**src/rtl/core/jtst_pkg.sv**
```systemverilog
// ----------------------------------------------------------------------------
// jtst_pkg
// Shared types and constants of the journal transaction slot table.
// ----------------------------------------------------------------------------
package jtst_pkg;

  // Field widths of the command and result beats
  localparam int OP_W     = 3;
  localparam int SLOT_W   = 3;
  localparam int STATUS_W = 2;
  localparam int ID_W     = 32;
  localparam int TOTAL_W  = 5;
  localparam int ACTIVE_W = 4;

  // Command codes; codes six and seven do nothing
  typedef enum logic [OP_W-1:0] {
    OP_BEGIN      = 3'd0,
    OP_ADD        = 3'd1,
    OP_COMMIT     = 3'd2,
    OP_ABORT      = 3'd3,
    OP_CHECKPOINT = 3'd4,
    OP_REINIT     = 3'd5
  } op_t;

  // Result status codes
  typedef enum logic [STATUS_W-1:0] {
    ST_OK          = 2'd0,
    ST_NO_FREE     = 2'd1,
    ST_NOT_PENDING = 2'd2,
    ST_FULL        = 2'd3
  } status_t;

  // Slot phase; aborted and completed slots are free for begin
  typedef enum logic [1:0] {
    PH_ABORTED   = 2'd0,
    PH_PENDING   = 2'd1,
    PH_COMMITTED = 2'd2,
    PH_COMPLETED = 2'd3
  } phase_t;

  // First transaction id after reset or reinitialize
  localparam logic [ID_W-1:0] FIRST_ID = 32'd1;

endpackage

```
**src/rtl/core/journal_transaction_slot_table_top.sv**
```systemverilog
// ----------------------------------------------------------------------------
// journal_transaction_slot_table_top
// Table of transaction slots driven by begin/add/commit/abort/checkpoint/
// reinitialize commands, one result beat per command.
// ----------------------------------------------------------------------------
// A command beat is taken whenever start is high; busy never rises, so a new
// command may follow in every cycle. Each command gives exactly one result
// beat: the command is held in the command register, then the table update
// and result are computed in a single pass (lowest free slot found by a
// priority encoder over the slot phase flags) and registered onto the out_
// ports. out_valid is high for that one cycle only and the result is not
// held, so the receiver must take it then. Commands see the table as left by
// every earlier command, in order.
module journal_transaction_slot_table_top #(
  parameter int SLOTS   = 8,
  parameter int MAX_OPS = 16
) (
  input  logic                           clk,
  input  logic                           rst_n,
  input  logic                           start,
  output logic                           busy,
  input  logic [jtst_pkg::OP_W-1:0]      in_op,
  input  logic [jtst_pkg::SLOT_W-1:0]    in_slot,
  output logic                           out_valid,
  output logic [jtst_pkg::STATUS_W-1:0]  out_status,
  output logic [jtst_pkg::SLOT_W-1:0]    out_slot_index,
  output logic [jtst_pkg::ID_W-1:0]      out_txn_id,
  output logic [jtst_pkg::TOTAL_W-1:0]   out_op_total,
  output logic [jtst_pkg::ACTIVE_W-1:0]  out_active_count
);

  import jtst_pkg::*;

  localparam int IDX_W = (SLOTS > 1) ? $clog2(SLOTS) : 1;
  localparam int AW    = (IDX_W > SLOT_W) ? IDX_W : SLOT_W;
  localparam int CNT_W = $clog2(MAX_OPS + 1);
  localparam int PND_W = $clog2(SLOTS + 1);

  // Command register
  logic              cmd_valid_r;
  op_t               cmd_op_r;
  logic [SLOT_W-1:0] cmd_slot_r;

  // Slot table and counters
  phase_t             phase_r   [SLOTS];
  phase_t             phase_nxt [SLOTS];
  logic [ID_W-1:0]    txn_r     [SLOTS];
  logic [ID_W-1:0]    txn_nxt   [SLOTS];
  logic [CNT_W-1:0]   count_r   [SLOTS];
  logic [CNT_W-1:0]   count_nxt [SLOTS];
  logic [ID_W-1:0]    next_id_r;
  logic [ID_W-1:0]    next_id_nxt;
  logic [PND_W-1:0]   pending_r;
  logic [PND_W-1:0]   pending_nxt;

  // Result register
  logic               res_valid_r;
  status_t            res_status_r;
  status_t            res_status_nxt;
  logic [SLOT_W-1:0]  res_slot_r;
  logic [SLOT_W-1:0]  res_slot_nxt;
  logic [ID_W-1:0]    res_id_r;
  logic [ID_W-1:0]    res_id_nxt;
  logic [TOTAL_W-1:0] res_total_r;
  logic [TOTAL_W-1:0] res_total_nxt;
  logic [PND_W-1:0]   res_active_r;

  // Addressed slot and lowest free slot
  logic [AW-1:0]    slot_ext;
  logic             slot_in_range;
  logic [IDX_W-1:0] slot_idx;
  logic             free_found;
  logic [IDX_W-1:0] free_idx;

  assign busy = 1'b0;

  // Capture command beats
  always_ff @(posedge clk) begin
    if (!rst_n) begin
      cmd_valid_r <= 1'b0;
    end else begin
      cmd_valid_r <= start;
    end
    if (start) begin
      cmd_op_r   <= op_t'(in_op);
      cmd_slot_r <= in_slot;
    end
  end

  // Slot address decode
  assign slot_ext      = AW'(cmd_slot_r);
  assign slot_in_range = (int'(slot_ext) < SLOTS);
  assign slot_idx      = slot_ext[IDX_W-1:0];

  // Priority encoder: lowest aborted or completed slot
  always_comb begin
    free_found = 1'b0;
    free_idx   = '0;
    for (int i = SLOTS - 1; i >= 0; i--) begin
      if (phase_r[i] == PH_ABORTED || phase_r[i] == PH_COMPLETED) begin
        free_found = 1'b1;
        free_idx   = IDX_W'(i);
      end
    end
  end

  // Table update and result for one command
  always_comb begin
    for (int i = 0; i < SLOTS; i++) begin
      phase_nxt[i] = phase_r[i];
      txn_nxt[i]   = txn_r[i];
      count_nxt[i] = count_r[i];
    end
    next_id_nxt    = next_id_r;
    pending_nxt    = pending_r;
    res_status_nxt = ST_OK;
    res_slot_nxt   = '0;
    res_id_nxt     = '0;
    res_total_nxt  = '0;

    if (cmd_valid_r) begin
      case (cmd_op_r)
        OP_BEGIN: begin
          if (free_found) begin
            phase_nxt[free_idx] = PH_PENDING;
            txn_nxt[free_idx]   = next_id_r;
            count_nxt[free_idx] = '0;
            next_id_nxt         = next_id_r + 1'b1;
            pending_nxt         = pending_r + 1'b1;
            res_slot_nxt        = SLOT_W'(free_idx);
            res_id_nxt          = next_id_r;
          end else begin
            res_status_nxt = ST_NO_FREE;
          end
        end

        OP_ADD, OP_COMMIT, OP_ABORT: begin
          res_slot_nxt = cmd_slot_r;
          if (!slot_in_range) begin
            res_status_nxt = ST_NOT_PENDING;
          end else begin
            res_id_nxt    = txn_r[slot_idx];
            res_total_nxt = TOTAL_W'(count_r[slot_idx]);
            if (phase_r[slot_idx] != PH_PENDING) begin
              res_status_nxt = ST_NOT_PENDING;
            end else if (cmd_op_r == OP_ADD) begin
              if (count_r[slot_idx] == CNT_W'(MAX_OPS)) begin
                res_status_nxt = ST_FULL;
              end else begin
                count_nxt[slot_idx] = count_r[slot_idx] + 1'b1;
                res_total_nxt       = TOTAL_W'(count_r[slot_idx] + 1'b1);
              end
            end else begin
              // Commit skips committed and goes straight to completed
              phase_nxt[slot_idx] = (cmd_op_r == OP_COMMIT) ? PH_COMPLETED
                                                           : PH_ABORTED;
              if (pending_r != '0) begin
                pending_nxt = pending_r - 1'b1;
              end
            end
          end
        end

        OP_CHECKPOINT: begin
          for (int i = 0; i < SLOTS; i++) begin
            if (phase_r[i] == PH_COMMITTED) begin
              phase_nxt[i] = PH_COMPLETED;
            end
          end
        end

        OP_REINIT: begin
          for (int i = 0; i < SLOTS; i++) begin
            phase_nxt[i] = PH_ABORTED;
            txn_nxt[i]   = '0;
            count_nxt[i] = '0;
          end
          next_id_nxt = FIRST_ID;
          pending_nxt = '0;
        end

        default: begin
          // unused codes leave the table alone
        end
      endcase
    end
  end

  // Table state
  always_ff @(posedge clk) begin
    if (!rst_n) begin
      for (int i = 0; i < SLOTS; i++) begin
        phase_r[i] <= PH_ABORTED;
        txn_r[i]   <= '0;
        count_r[i] <= '0;
      end
      next_id_r <= FIRST_ID;
      pending_r <= '0;
    end else begin
      for (int i = 0; i < SLOTS; i++) begin
        phase_r[i] <= phase_nxt[i];
        txn_r[i]   <= txn_nxt[i];
        count_r[i] <= count_nxt[i];
      end
      next_id_r <= next_id_nxt;
      pending_r <= pending_nxt;
    end
  end

  // Result beat register
  always_ff @(posedge clk) begin
    if (!rst_n) begin
      res_valid_r <= 1'b0;
    end else begin
      res_valid_r <= cmd_valid_r;
    end
    if (cmd_valid_r) begin
      res_status_r <= res_status_nxt;
      res_slot_r   <= res_slot_nxt;
      res_id_r     <= res_id_nxt;
      res_total_r  <= res_total_nxt;
      res_active_r <= pending_nxt;
    end
  end

  assign out_valid        = res_valid_r;
  assign out_status       = res_status_r;
  assign out_slot_index   = res_slot_r;
  assign out_txn_id       = res_id_r;
  assign out_op_total     = res_total_r;
  assign out_active_count = ACTIVE_W'(res_active_r);

endmodule

```
**config.mk**
```make
export PLATFORM = sky130hd
export DESIGN_NAME = journal_transaction_slot_table_top
export DESIGN_NICKNAME = d
export VERILOG_FILES = /design/src/rtl/core/jtst_pkg.sv /design/src/rtl/core/journal_transaction_slot_table_top.sv
export SDC_FILE = /design/constraint.sdc
export NUM_CORES = 1
export LEC_CHECK = 0
export BUFFER_PORTS_ARGS = -buffer_cell sky130_fd_sc_hd__buf_2
export CAP_MARGIN = 25
export CORE_ASPECT_RATIO = 0.5
export CORE_UTILIZATION = 45
export DETAILED_ROUTE_END_ITERATION = 10
export PLACE_DENSITY_LB_ADDON = 0.1
export SLEW_MARGIN = 20
export SYNTH_ARGS = -nofsm -noshare
export SYNTH_HDL_FRONTEND = slang
export SYNTH_SLANG_ARGS = --single-unit
```
**constraint.sdc**
```tcl
create_clock -name clk -period 5.25 [get_ports clk]
set_input_delay 1.05 -clock clk [delete_from_list [all_inputs] [get_ports clk]]
set_output_delay 1.05 -clock clk [all_outputs]
set_load 0.01 [all_outputs]
```
==> flow_metrics.py <==
metrics = {
    "global_route": {
        "grt_pass1_vias": 14630,
        "overflow": 0,
        "grt_first_pass_wirelength_um": 90110,
        "pin_count_of_the_biggest_net_entering_global_routing": 162,
        "grtUsageTotal": 0.2723,
        "grt_antenna_before_repair": 0,
    },
    "clock_tree": {
        "clock_tree_from_tritoncts": "done",
        "htreeDepth": 2,
        "cts_inserted_buffers": 39,
        "post_cts_resized": 0,
        "insertion_delay_ns": 0.56,
        "cts_num_sinks": 405,
        "clkTransAtPathRegs_ns": 0.07,
        "cts_post_setup_buffers_inserted": 0,
        "ctsRootBufferMaster": "sky130_fd_sc_hd__clkbuf_16",
        "ctsHoldBuffers": 0,
        "cts_max_path_buffers": 3,
    },
    "critical_path": {
        "crit_start": "phase_r[1][0]",
        "critical_path_peak_fanout": 20,
        "critPathKind": "reg -> reg",
        "timing.critical_path.from_type": "flip-flop",
        "critical_path_required_ns": 5.72,
        "worst_setup_path_end_kind": "flip-flop",
        "worstReg2RegStart": "phase_r[1][0]",
        "worst_ep_arrival_ns": 4.41,
    },
    "routing": {
        "detail_route.first_pass.iterations": 5,
        "avgViaCountPerCell": 6.038,
        "drc": 0,
        "wl_per_cell_um": 22.51,
        "dr_total_vias": 15720,
        "routed_wirelength_um": 58610,
        "drt-initial-drc-count": 1645,
        "ant_nets": 0,
    },
    "sta": {
        "timing_worst_slew_pin_value_ns": 0.9790,
        "final-hold-violation-count": 0,
        "fin_crit_share": 0.7515,
        "grt_setup_unrepaired": "false",
        "final.setup.worst_slack_ns": 1.305,
        "finalMaxSlewViolations": 0,
        "timing.final.setup_violations": 0,
        "fin_skew_ns": 0.02786,
        "maxClockFrequency_mhz": 253.5,
        "maxSlewHeadroom": 0.3413,
        "fin_crit_ns": 3.945,
        "fin_setup_tns_ns": 0,
    },
    "power_and_ir_drop": {
        "intPower_mw": 4.839,
        "vdd_drop_max_uv": 193.4,
        "clockPowerShare": 0.434,
        "net-switching-power_mw": 1.614,
        "power.sequential.fraction": 0.497,
        "power_frac_comb": 0.068,
        "share_of_total_power_consumed_by_net_switching": 0.2502,
        "p_per_area_mw_per_mm2": 313.7,
        "power.static_leakage_nw": 6.772,
    },
    "die": {
        "die_y_um": 146.4,
        "floorplan.die.width_um": 290.9,
        "die_area_mm2": 0.04260,
        "pin_count": 57,
        "floorplan.core_area_mm2": 0.04079,
        "placementRows": 52,
        "initial_standard_cell_utilization_of_the_core": 0.4603,
    },
    "place": {
        "place_congestion": 0.8672,
        "place.detailed.instances": 2532,
        "detailedPlacementHpwl_um": 32820,
        "portBuffers": 55,
        "dp_slack_ns": 1.465,
    },
    "synthesis": {
        "synth_cell_type_count": 74,
        "avgSynthCellArea_um2": 8.950,
        "sequential_share_of_the_synthesized_area": 0.4595,
        "async_reset_ff_frac": 0,
        "synth.yosys.warnings": 0,
        "synth-main-ff-cell": "sky130_fd_sc_hd__dfxtp_1",
        "synth.cell_area_mm2": 0.01878,
        "postSynthRegisterBits": 405,
        "synth_edf_count": 52,
        "postSynthNetCount": 2120,
        "synth_cells": 2098,
    },
    "outcome": {
        "result_of_the_run": "finished clean",
    },
    "layout": {
        "instances_no_fill": 2604,
        "share_of_cells_above_drive_strength_1": 0.1245,
        "antenna_cells": 0,
        "area_delta_synth_final_pct": 9.562,
        "final.fill_count": 3818,
        "post_layout_util": 0.5043,
        "final_net_count": 2056,
    },
    "run": {
        "timing.max_cap.violations": 0,
    },
    "min_path": {
        "hold_path.startpoint": "count_r[3][3]",
        "hold_path.class": "reg -> reg",
    },
}
## cell usage after synthesis, drive strengths merged, types with 4 or more instances
library cell | instances | area share
nand4 | 11 | 0.0037
and3 | 13 | 0.0043
edfxtp | 52 | 0.083
a22oi | 32 | 0.013
nor3b | 5 | 0.0020
nand2b | 13 | 0.0043
mux2i | 39 | 0.021
a31oi | 4 | 0.0013
xnor2 | 26 | 0.012
a211oi | 4 | 0.0025
mux4 | 72 | 0.087
nor4 | 18 | 0.0060
and2 | 40 | 0.013
a22o | 16 | 0.0075
o21ai | 108 | 0.029
a32oi | 7 | 0.0033
o221ai | 11 | 0.0051
nand3 | 209 | 0.056
ha | 13 | 0.0087
a31o | 6 | 0.0028
buf | 53 | 0.014
nand2 | 316 | 0.063
nor3 | 27 | 0.0072
o31ai | 5 | 0.0020
clkbuf | 146 | 0.030
o22ai | 18 | 0.0060
nor2 | 104 | 0.021
xor2 | 5 | 0.0023
mux2 | 8 | 0.0050
or3 | 9 | 0.0030
dfxtp | 353 | 0.38
a21oi | 261 | 0.070
o2bb2ai | 4 | 0.0019
inv | 31 | 0.0062
a32o | 6 | 0.0032
nand3b | 8 | 0.0032
## layer usage
| metal | GRT usage | wire length [um] |
|---|---|---|
| met2 | 0.4164 | 26150 |
| met3 | 0.04567 | 4268 |
| met1 | 0.3976 | 26870 |
| met5 | 0 | 0 |
| met4 | 0.07116 | 1325 |
## sequential cells by signal (all words and copies together), names as in the netlist, named ones only
name,cells
cmd_op_r,3
cmd_slot_r,3
cmd_valid_r,1
count_r,40
next_id_r,32
out_active_count,4
out_op_total,5
out_slot_index,3
out_status,2
out_txn_id,32
out_valid,1
pending_r,4
phase_r,16
txn_r,256
## worst max-delay path, cell delays in order (launching register included)
cell and delay, ns:
sky130_fd_sc_hd__dfxtp_1 0.35, sky130_fd_sc_hd__inv_1 0.06, sky130_fd_sc_hd__ha_1 0.39, sky130_fd_sc_hd__nor4_1 0.81, sky130_fd_sc_hd__nand3_1 0.52, sky130_fd_sc_hd__and2_1 0.44, sky130_fd_sc_hd__nand2_1 0.66, sky130_fd_sc_hd__buf_12 0.29
sky130_fd_sc_hd__nand3_1 0.11, sky130_fd_sc_hd__a21oi_1 0.20
## metrics by stage
stage / cell area (um2) / total power, mW / hold slack (ns)
6_report: 20570 / 6.454 / 0.4581
5_1_grt: 20570 / 6.663 / 0.4704
4_1_cts: 20570 / 6.498 / 0.4547
3_5_place_dp: 19320 / 3.717 / 0.4445
3_3_place_gp: 19310 / 3.718 / 0.4425
2_1_floorplan: 18780 / 3.552 / 0.4241
## power by group through the flow
| stage | registers [mW] | logic [mW] | clock network, mW |
|---|---|---|---|
| floorplan | 3.25 | 0.302 | 0 |
| global placement | 3.28 | 0.439 | 0 |
| finish | 3.21 | 0.441 | 2.80 |
| CTS | 3.21 | 0.438 | 2.85 |
| detailed placement | 3.28 | 0.437 | 0 |
| global route | 3.21 | 0.468 | 2.98 |
## cells in the final DEF, fill, tap and decap left out, types with 23 or more instances in the layout
master,netlist,layout
sky130_fd_sc_hd__edfxtp_1,52,52
sky130_fd_sc_hd__nand3_1,209,209
sky130_fd_sc_hd__mux4_2,69,69
sky130_fd_sc_hd__a22oi_1,32,32
sky130_fd_sc_hd__nor3_1,27,23
sky130_fd_sc_hd__o21ai_0,106,106
sky130_fd_sc_hd__clkbuf_16,0,40
sky130_fd_sc_hd__buf_2,41,55
sky130_fd_sc_hd__a21oi_1,261,260
sky130_fd_sc_hd__inv_1,31,30
sky130_fd_sc_hd__xnor2_1,26,26
sky130_fd_sc_hd__dfxtp_1,353,349
sky130_fd_sc_hd__and2_1,38,39
sky130_fd_sc_hd__nand2_1,316,315
sky130_fd_sc_hd__mux2i_1,39,39
sky130_fd_sc_hd__nor2_1,104,104
sky130_fd_sc_hd__buf_4,1,34
## logic make-up (layout without fill, tap and decap cells)
logic type / after synthesis / count (layout) / synth area share
flops: 405 / 405 / 0.4595
compound gates: 516 / 516 / 0.1627
other cells: 1 / 1 / 0.0001997
buf+inv: 230 / 196 / 0.05078
fa+ha+maj: 13 / 13 / 0.008663
xor+xnor: 31 / 31 / 0.01446
mux: 119 / 119 / 0.1127
simple gates: 783 / 783 / 0.1909
## layout make-up
class	instances	area, um2	area share
well taps	540	675.6	0.03284
multi-input cells	1463	9269	0.4506
flip-flops and latches	405	8641	0.4200
inverters	31	123.9	0.006021
clock buffers	61	1180	0.05735
clock inverters	10	67.56	0.003284
repair buffers	94	615.6	0.02992
## final timing paths
kind	endpoint	slack, ns	cells after the start
max reg2reg	txn_r[1][11]	1.30	9
min	count_r[3][3]	0.46	1
max	txn_r[1][11]	1.30	9
min reg2reg	count_r[3][3]	0.46	1
Power figures use the tool's default switching activity.
